## config.mk

```make
export PLATFORM = sky130hd
export DESIGN_NAME = multi_stack_shared_pool_unit
export DESIGN_NICKNAME = d
export VERILOG_FILES = /design/src/rtl/core/msp_pkg.sv /design/src/rtl/core/msp_node_ram.sv /design/src/rtl/core/multi_stack_shared_pool_unit.sv
export SDC_FILE = /design/constraint.sdc
export NUM_CORES = 2
export LEC_CHECK = 0
export ABC_AREA = 1
export BUFFER_PORTS_ARGS = -buffer_cell sky130_fd_sc_hd__buf_2
export CAP_MARGIN = 10
export CORE_UTILIZATION = 30
export CTS_CLUSTER_DIAMETER = 120
export DETAILED_ROUTE_END_ITERATION = 10
export PLACE_DENSITY = 0.44
export SLEW_MARGIN = 20
export SYNTH_ARGS = -nofsm -noshare
export SYNTH_HDL_FRONTEND = slang
export SYNTH_SLANG_ARGS = --single-unit
export TNS_END_PERCENT = 30
```

## constraint.sdc

```tcl
create_clock -name i_clk -period 6.5 [get_ports i_clk]
set_clock_uncertainty 0.1 [all_clocks]
set_input_delay 0.325 -clock i_clk [delete_from_list [all_inputs] [get_ports i_clk]]
set_output_delay 0.325 -clock i_clk [all_outputs]
set_load 0.02 [all_outputs]
```

## src/rtl/core/msp_pkg.sv

```systemverilog
// shared types, codes and default sizes for the multi-stack shared pool unit
package msp_pkg;

    localparam int VALUE_W          = 32;
    localparam int STATUS_W         = 2;
    localparam int STACK_ID_W       = 2;
    localparam int DEF_NUM_STACKS   = 3;
    localparam int DEF_POOL_DEPTH   = 64;

    // operation codes carried on the input func field
    localparam logic FUNC_PUSH = 1'b0;
    localparam logic FUNC_POP  = 1'b1;

    typedef enum logic [1:0] {
        STS_OK     = 2'd0,
        STS_EMPTY  = 2'd1,
        STS_FULL   = 2'd2,
        STS_BAD_ID = 2'd3
    } t_status;

    // work decided at accept time, applied once the node read returns
    typedef enum logic [1:0] {
        OP_NONE,
        OP_PUSH_FREE,
        OP_PUSH_NEW,
        OP_POP
    } t_op;

    typedef enum logic {
        ST_IDLE,
        ST_EXEC
    } t_state;

endpackage

```

## src/rtl/core/msp_node_ram.sv

```systemverilog
// node pool memory: one write port, one read port with registered read data
module msp_node_ram #(
    parameter int DEPTH  = msp_pkg::DEF_POOL_DEPTH,
    parameter int ADDR_W = $clog2(DEPTH),
    parameter int WORD_W = msp_pkg::VALUE_W + ADDR_W + 1
) (
    input  logic              i_clk,
    input  logic              i_we,
    input  logic [ADDR_W-1:0] i_waddr,
    input  logic [WORD_W-1:0] i_wdata,
    input  logic              i_re,
    input  logic [ADDR_W-1:0] i_raddr,
    output logic [WORD_W-1:0] o_rdata
);

    logic [WORD_W-1:0] r_mem [DEPTH];
    logic [WORD_W-1:0] r_rdata;

    always_ff @(posedge i_clk) begin
        if (i_we) begin
            r_mem[i_waddr] <= i_wdata;
        end
    end

    always_ff @(posedge i_clk) begin
        if (i_re) begin
            r_rdata <= r_mem[i_raddr];
        end
    end

    assign o_rdata = r_rdata;

endmodule

```

## src/rtl/core/multi_stack_shared_pool_unit.sv

```systemverilog
// multi-stack shared pool unit: several lifo stacks drawing nodes from one shared pool
//
// Each input item is a push or a pop on one of NUM_STACKS stacks. A push takes
// the head of the free list, or else the next never-used node, stores the value
// and links the node above the stack's old top. A pop hands back the top value
// and returns its node to the free list. Every item gives exactly one result
// item carrying the popped value (zero unless a pop succeeds) and a status:
// ok, stack empty, pool full or bad stack number. The accept cycle issues the
// read of the node memory, and the execute state uses the registered read data
// and writes back node, top pointer and free list. The result sits in an output
// register, so a new item is taken while an earlier result still waits; the
// unit only holds in its execute state when that register is full and not being
// drained. No clearing pass is needed after reset: node entries are only read
// once written, and top pointers and the free list head reset to null.
module multi_stack_shared_pool_unit #(
    parameter int NUM_STACKS = msp_pkg::DEF_NUM_STACKS,
    parameter int POOL_DEPTH = msp_pkg::DEF_POOL_DEPTH
) (
    input  logic        i_clk,
    input  logic        i_rst_n,
    // input item stream
    input  logic        i_s_axis_tvalid,
    output logic        o_s_axis_tready,
    input  logic [31:0] i_s_axis_tdata,   // [31:0] value
    input  logic [7:0]  i_s_axis_tuser,   // [0] func, [2:1] stack_id, rest zero
    // result item stream
    output logic        o_m_axis_tvalid,
    input  logic        i_m_axis_tready,
    output logic [31:0] o_m_axis_tdata,   // [31:0] popped_value
    output logic [7:0]  o_m_axis_tuser    // [1:0] status, rest zero
);

    localparam int ADDR_W    = $clog2(POOL_DEPTH);
    localparam int CNT_W     = $clog2(POOL_DEPTH + 1);
    localparam int SID_IDX_W = (NUM_STACKS > 1) ? $clog2(NUM_STACKS) : 1;
    localparam int PTR_W     = ADDR_W + 1;
    localparam int VALUE_W   = msp_pkg::VALUE_W;
    localparam int WORD_W    = VALUE_W + PTR_W;

    // node pointer with a valid bit; a clear valid bit is the null marker
    typedef struct packed {
        logic              valid;
        logic [ADDR_W-1:0] idx;
    } t_node_ptr;

    // ------------------------------------------------------------------
    // state
    // ------------------------------------------------------------------
    msp_pkg::t_state    r_state, n_state;
    t_node_ptr          r_top [NUM_STACKS];
    t_node_ptr          r_free_head;
    logic [CNT_W-1:0]   r_unused_next;

    // item in flight, captured at accept
    msp_pkg::t_op       r_op;
    msp_pkg::t_status   r_status;
    logic [SID_IDX_W-1:0] r_sid;
    logic [VALUE_W-1:0] r_value;
    logic [ADDR_W-1:0]  r_addr;

    // result register
    logic               r_m_tvalid;
    logic [VALUE_W-1:0] r_m_tdata;
    msp_pkg::t_status   r_m_status;

    // ------------------------------------------------------------------
    // input decode and decision, taken against the state at accept
    // ------------------------------------------------------------------
    logic                                in_func;
    logic [msp_pkg::STACK_ID_W-1:0]      in_sid;
    logic                                sid_ok;
    logic [SID_IDX_W-1:0]                sid_idx;
    t_node_ptr                           top_sel;
    msp_pkg::t_op                        dec_op;
    msp_pkg::t_status                    dec_status;
    logic [ADDR_W-1:0]                   dec_addr;

    assign in_func = i_s_axis_tuser[0];
    assign in_sid  = i_s_axis_tuser[2:1];
    assign sid_ok  = int'(in_sid) < NUM_STACKS;
    assign sid_idx = SID_IDX_W'(in_sid);
    assign top_sel = sid_ok ? r_top[sid_idx] : '0;

    always_comb begin
        dec_op     = msp_pkg::OP_NONE;
        dec_status = msp_pkg::STS_OK;
        dec_addr   = top_sel.idx;
        if (!sid_ok) begin
            dec_status = msp_pkg::STS_BAD_ID;
        end else if (in_func == msp_pkg::FUNC_PUSH) begin
            if (r_free_head.valid) begin
                dec_op   = msp_pkg::OP_PUSH_FREE;
                dec_addr = r_free_head.idx;
            end else if (r_unused_next != CNT_W'(POOL_DEPTH)) begin
                dec_op   = msp_pkg::OP_PUSH_NEW;
                dec_addr = r_unused_next[ADDR_W-1:0];
            end else begin
                dec_status = msp_pkg::STS_FULL;
            end
        end else begin
            if (top_sel.valid) begin
                dec_op = msp_pkg::OP_POP;
            end else begin
                dec_status = msp_pkg::STS_EMPTY;
            end
        end
    end

    // ------------------------------------------------------------------
    // control: accept in idle, finish once the result register has room
    // ------------------------------------------------------------------
    logic s_tready;
    logic in_accept;
    logic out_free;
    logic exec_done;

    always_ff @(posedge i_clk) begin
        if (!i_rst_n) begin
            r_state <= msp_pkg::ST_IDLE;
        end else begin
            r_state <= n_state;
        end
    end

    always_comb begin
        n_state   = r_state;
        s_tready  = 1'b0;
        exec_done = 1'b0;
        out_free  = !r_m_tvalid || i_m_axis_tready;
        case (r_state)
            msp_pkg::ST_IDLE: begin
                s_tready = 1'b1;
                if (i_s_axis_tvalid) begin
                    n_state = msp_pkg::ST_EXEC;
                end
            end
            msp_pkg::ST_EXEC: begin
                if (out_free) begin
                    exec_done = 1'b1;
                    n_state   = msp_pkg::ST_IDLE;
                end
            end
            default: begin
                n_state = msp_pkg::ST_IDLE;
            end
        endcase
    end

    assign in_accept = i_s_axis_tvalid && s_tready;

    // ------------------------------------------------------------------
    // node memory: value in the upper bits, link pointer below
    // ------------------------------------------------------------------
    logic              ram_we;
    logic [WORD_W-1:0] ram_wdata;
    logic              ram_re;
    logic [WORD_W-1:0] ram_rdata;
    logic [VALUE_W-1:0] rd_value;
    t_node_ptr         rd_link;
    logic [VALUE_W-1:0] wr_value;
    t_node_ptr         wr_link;

    assign rd_value = ram_rdata[WORD_W-1 -: VALUE_W];
    assign rd_link  = t_node_ptr'(ram_rdata[PTR_W-1:0]);

    assign ram_re = in_accept
        && (dec_op == msp_pkg::OP_PUSH_FREE || dec_op == msp_pkg::OP_POP);
    assign ram_we = exec_done && (r_op != msp_pkg::OP_NONE);

    // a pop keeps the value and points the freed node at the old free head
    always_comb begin
        if (r_op == msp_pkg::OP_POP) begin
            wr_value = rd_value;
            wr_link  = r_free_head;
        end else begin
            wr_value = r_value;
            wr_link  = r_top[r_sid];
        end
    end

    assign ram_wdata = {wr_value, wr_link};

    msp_node_ram #(
        .DEPTH  (POOL_DEPTH),
        .ADDR_W (ADDR_W),
        .WORD_W (WORD_W)
    ) u_msp_node_ram (
        .i_clk   (i_clk),
        .i_we    (ram_we),
        .i_waddr (r_addr),
        .i_wdata (ram_wdata),
        .i_re    (ram_re),
        .i_raddr (dec_addr),
        .o_rdata (ram_rdata)
    );

    // ------------------------------------------------------------------
    // capture of the item in flight
    // ------------------------------------------------------------------
    always_ff @(posedge i_clk) begin
        if (!i_rst_n) begin
            r_op <= msp_pkg::OP_NONE;
        end else if (in_accept) begin
            r_op <= dec_op;
        end
    end

    always_ff @(posedge i_clk) begin
        if (in_accept) begin
            r_status <= dec_status;
            r_sid    <= sid_idx;
            r_value  <= i_s_axis_tdata;
            r_addr   <= dec_addr;
        end
    end

    // ------------------------------------------------------------------
    // write-back of top pointers, free list and never-used counter
    // ------------------------------------------------------------------
    always_ff @(posedge i_clk) begin
        if (!i_rst_n) begin
            for (int i = 0; i < NUM_STACKS; i++) begin
                r_top[i] <= '0;
            end
            r_free_head   <= '0;
            r_unused_next <= '0;
        end else if (exec_done) begin
            case (r_op)
                msp_pkg::OP_PUSH_FREE: begin
                    r_free_head  <= rd_link;
                    r_top[r_sid] <= '{valid: 1'b1, idx: r_addr};
                end
                msp_pkg::OP_PUSH_NEW: begin
                    r_unused_next <= r_unused_next + CNT_W'(1);
                    r_top[r_sid]  <= '{valid: 1'b1, idx: r_addr};
                end
                msp_pkg::OP_POP: begin
                    r_top[r_sid] <= rd_link;
                    r_free_head  <= '{valid: 1'b1, idx: r_addr};
                end
                default: begin
                end
            endcase
        end
    end

    // ------------------------------------------------------------------
    // result register
    // ------------------------------------------------------------------
    always_ff @(posedge i_clk) begin
        if (!i_rst_n) begin
            r_m_tvalid <= 1'b0;
        end else if (exec_done) begin
            r_m_tvalid <= 1'b1;
        end else if (i_m_axis_tready) begin
            r_m_tvalid <= 1'b0;
        end
    end

    always_ff @(posedge i_clk) begin
        if (exec_done) begin
            r_m_tdata  <= (r_op == msp_pkg::OP_POP) ? rd_value : '0;
            r_m_status <= r_status;
        end
    end

    assign o_s_axis_tready = s_tready;
    assign o_m_axis_tvalid = r_m_tvalid;
    assign o_m_axis_tdata  = r_m_tdata;
    assign o_m_axis_tuser  = {6'b0, r_m_status};

endmodule

```

==> reports/results.ini <==
[global_route]
grt_max_degree=193
grt_usage_pct=19.8
grt_pass1_wl_microns=559000
grt_pass1_vias=74700
grt_overflow=0
antenna_found_initial=19

[floorplanning]
coreArea_sq_um=383000
die-area_sq_um=389000
initial_utilization_pct=30.2
die_y_microns=623
rows=227
die_width_microns=623
io_pins=86

[clock_tree]
clock_sinks=2659
h-tree-depth=5
post-cts-setup-buffers=0
cts_tree=yes
root_buffer=clkbuf_16
hold_buffers=58
path_clk_slew_ps=60
postCtsResizedCells=0
clk_path_buf_depth=4
numCtsBuffers=304
clock_latency_ps=910

[power_and_ir_drop]
power.internal_mw=29.2
p_seq_share_pct=49.9
ir_drop_uv=299
switching_share_pct=23.8
p_per_area_nw_per_um2=287
p_clk_share_pct=43.0
p_comb_share_pct=7.1
p_leak_nw=49.6
switchingPower_mw=9.11

[timing]
hold_ws_ps=67.9
finalSetupTns_ps=0
setup_viol=0
tightest_slew_ps=1280
maxSlewHeadroom_pct=15.0
hold_viol_final=0
maxSlewViolCount=0
min_period_over_period_pct=69.2
layout_setup_ws_ps=2000
period_minus_slack_ps=4500
max_freq_ghz=0.222
grt_setup_unrepaired=false

[synthesis]
synth_cell_types=32
yosysWarnings=0
synth.top_cell.area_share_pct=68.4
post_synth.cell_area_avg_sq_um=11.3
netlist_instances=10300
synth_area_leaders=edfxtp_1 68%, nand3_1 12%, nand3b_1 6.0%
synth_flop_cell=edfxtp_1
syn-cell-area_sq_um=116000
synth_seq_area_share_pct=68.8
synth-async-reset-ratio_pct=0
yosys.cell_count.top_type=nand3_1
yosys.area.top_type=edfxtp_1
synth_edf_count=2639
yosys_register_bits=2659
synthTopCellsByCount=2667 x nand3_1, 2639 x edfxtp_1, 1530 x nand2_1, 1482 x inv_1, 932 x nand3b_1

[worst_setup_path]
worstPathRequired_ps=7020
timing_worst_setup_path_type=flip-flop to flip-flop
critical_path.max_fanout=76
start_kind=flip-flop
end_kind=flip-flop
worst_ep_arrival_time_ps=5020

[final_layout]
fill_cells=37800
nNetsFinal=10300
drive_above_1_share_pct=8.14
regArea_sq_um=79600
syn2layout_area_growth_pct=15.2
fin_cells=15600
multi_input_area_sq_um=28600

[run_status]
status=finished clean

[routing]
first_pass_iters=6
viasPerCell=5.03
ant_nets=0
detailroute.via_count=78300
drt_iter0_drc=7872
wire_per_inst_microns=25.4
drc_errors=0
routed_wirelength_microns=395000

[placement]
hpwl_microns=200000
gp_routability_congestion=0.777
dp_slack_ps=1840
dp_cells=15000
portBuffers=74

[job]
max-cap-violations=0

[hold_path]
min_path_type=input port to flip-flop

## cells in the final DEF (no fill, tap or decap), types with 3 or more instances in the layout
| master | n |
|---|---|
| nand3_1 | 2667 |
| edfxtp_1 | 2639 |
| nand2_1 | 1528 |
| inv_1 | 1479 |
| nand3b_1 | 932 |
| clkbuf_16 | 311 |
| buf_4 | 196 |
| nor2_1 | 92 |
| clkbuf_1 | 82 |
| buf_12 | 77 |
| buf_2 | 74 |
| nor2_4 | 65 |
| clkinv_1 | 65 |
| dlygate4sd3_1 | 58 |
| o21ai_4 | 39 |
| o21ai_0 | 34 |
| clkinv_2 | 28 |
| a21oi_1 | 20 |
| dfxtp_1 | 20 |
| bufinv_16 | 16 |
| a211oi_1 | 12 |
| inv_6 | 10 |
| nand4_1 | 10 |
| conb_1 | 6 |
| o32ai_1 | 5 |
| diode_2 | 4 |
| inv_8 | 4 |
| nor3_1 | 4 |
| inv_16 | 4 |
| clkinvlp_4 | 4 |
| clkinv_8 | 4 |
| clkbuf_8 | 4 |
| nand2_8 | 3 |
| buf_16 | 3 |
## final cells by class
type                            count  share of cell area, %
Clock buffer                      397                   6.10
Clock inverter                    133                  0.860
Inverter                         1485                   4.20
Multi-Input combinational cell   5436                   21.4
Antenna cell                        4                0.00750
Sequential cell                  2659                   59.7
Tap cell                         5038                   4.72
Timing Repair Buffer              408                   3.03
## per-layer routing
metal | vias to the layer above | global-route usage [%] | part of all wire, %
li1 | 35500 | - | -
met1 | 39700 | 27.3 | 44
met2 | 2549 | 32.3 | 47
met3 | 556 | 2.68 | 5.9
met4 | 4 | 5.87 | 3.1
met5 | - | 0 | 0.0068
## sequential cells by signal, indices dropped and copies added (netlist names), 2 cells and up, named ones only
register,cells
u_msp_node_ram.r_mem,2496
u_msp_node_ram.o_rdata,39
o_m_axis_tdata,32
r_value,32
r_top,28
r_free_head,7
r_unused_next,7
r_addr,6
r_m_status,2
r_op,2
r_sid,2
r_status,2
## worst paths after layout
check	to	slack [ps]	startpoint	depth (start not counted)
worst max-delay path	u_msp_node_ram.o_rdata[37]	2000	r_unused_next[0]	17
worst min-delay path	r_value[29]	70	i_s_axis_tdata[29]	2
worst max register to register	u_msp_node_ram.o_rdata[37]	2000	r_unused_next[0]	17
worst min register to register	r_m_status[1]	320	r_status[1]	0
## through the flow
stage	power [mW]	utilization, %	instance area [sq um]
2_1_floorplan	21.1	-	116000
3_3_place_gp	22.2	32.2	123000
3_5_place_dp	22.2	32.2	124000
4_1_cts	38.7	34.8	133000
5_1_grt	39.6	34.8	133000
6_report	38.4	34.8	133000
## power groups by stage
stage	sequential [mW]	clock (mW)	combinational, mW
finish	19.1	16.5	2.74
global route	19.1	17.5	2.97
CTS	19.1	16.8	2.75
detailed placement	19.5	0	2.72
global placement	19.5	0	2.69
floorplan	19.6	0	1.57
## kinds of logic after synthesis
kind of cell	Yosys count	share of synthesized area (%)
adder cells (fa/ha/maj)	2	0.0216
AO/OA/AOI/OAI	123	0.607
other	1	0.00324
flip-flops	2659	68.8
AND/OR/NAND/NOR	5305	23.1
buffers and inverters	2193	7.49
## worst max-delay path: stages, from the launching register on
cell and delay, ps:
dfxtp_1 320, inv_1 110, ha_1 160, inv_1 40
nor2_1 110, nand3_2 160, o21ai_4 350, nand2_8 340
nand2_8 790, buf_12 320, buf_4 350, nand2_1 90
nand3_1 90, nand3_1 90, nand3_1 90, nand3_1 130
nand3_1 260, nand2_1 160
Note: power is estimated with default switching activity, not from simulation.
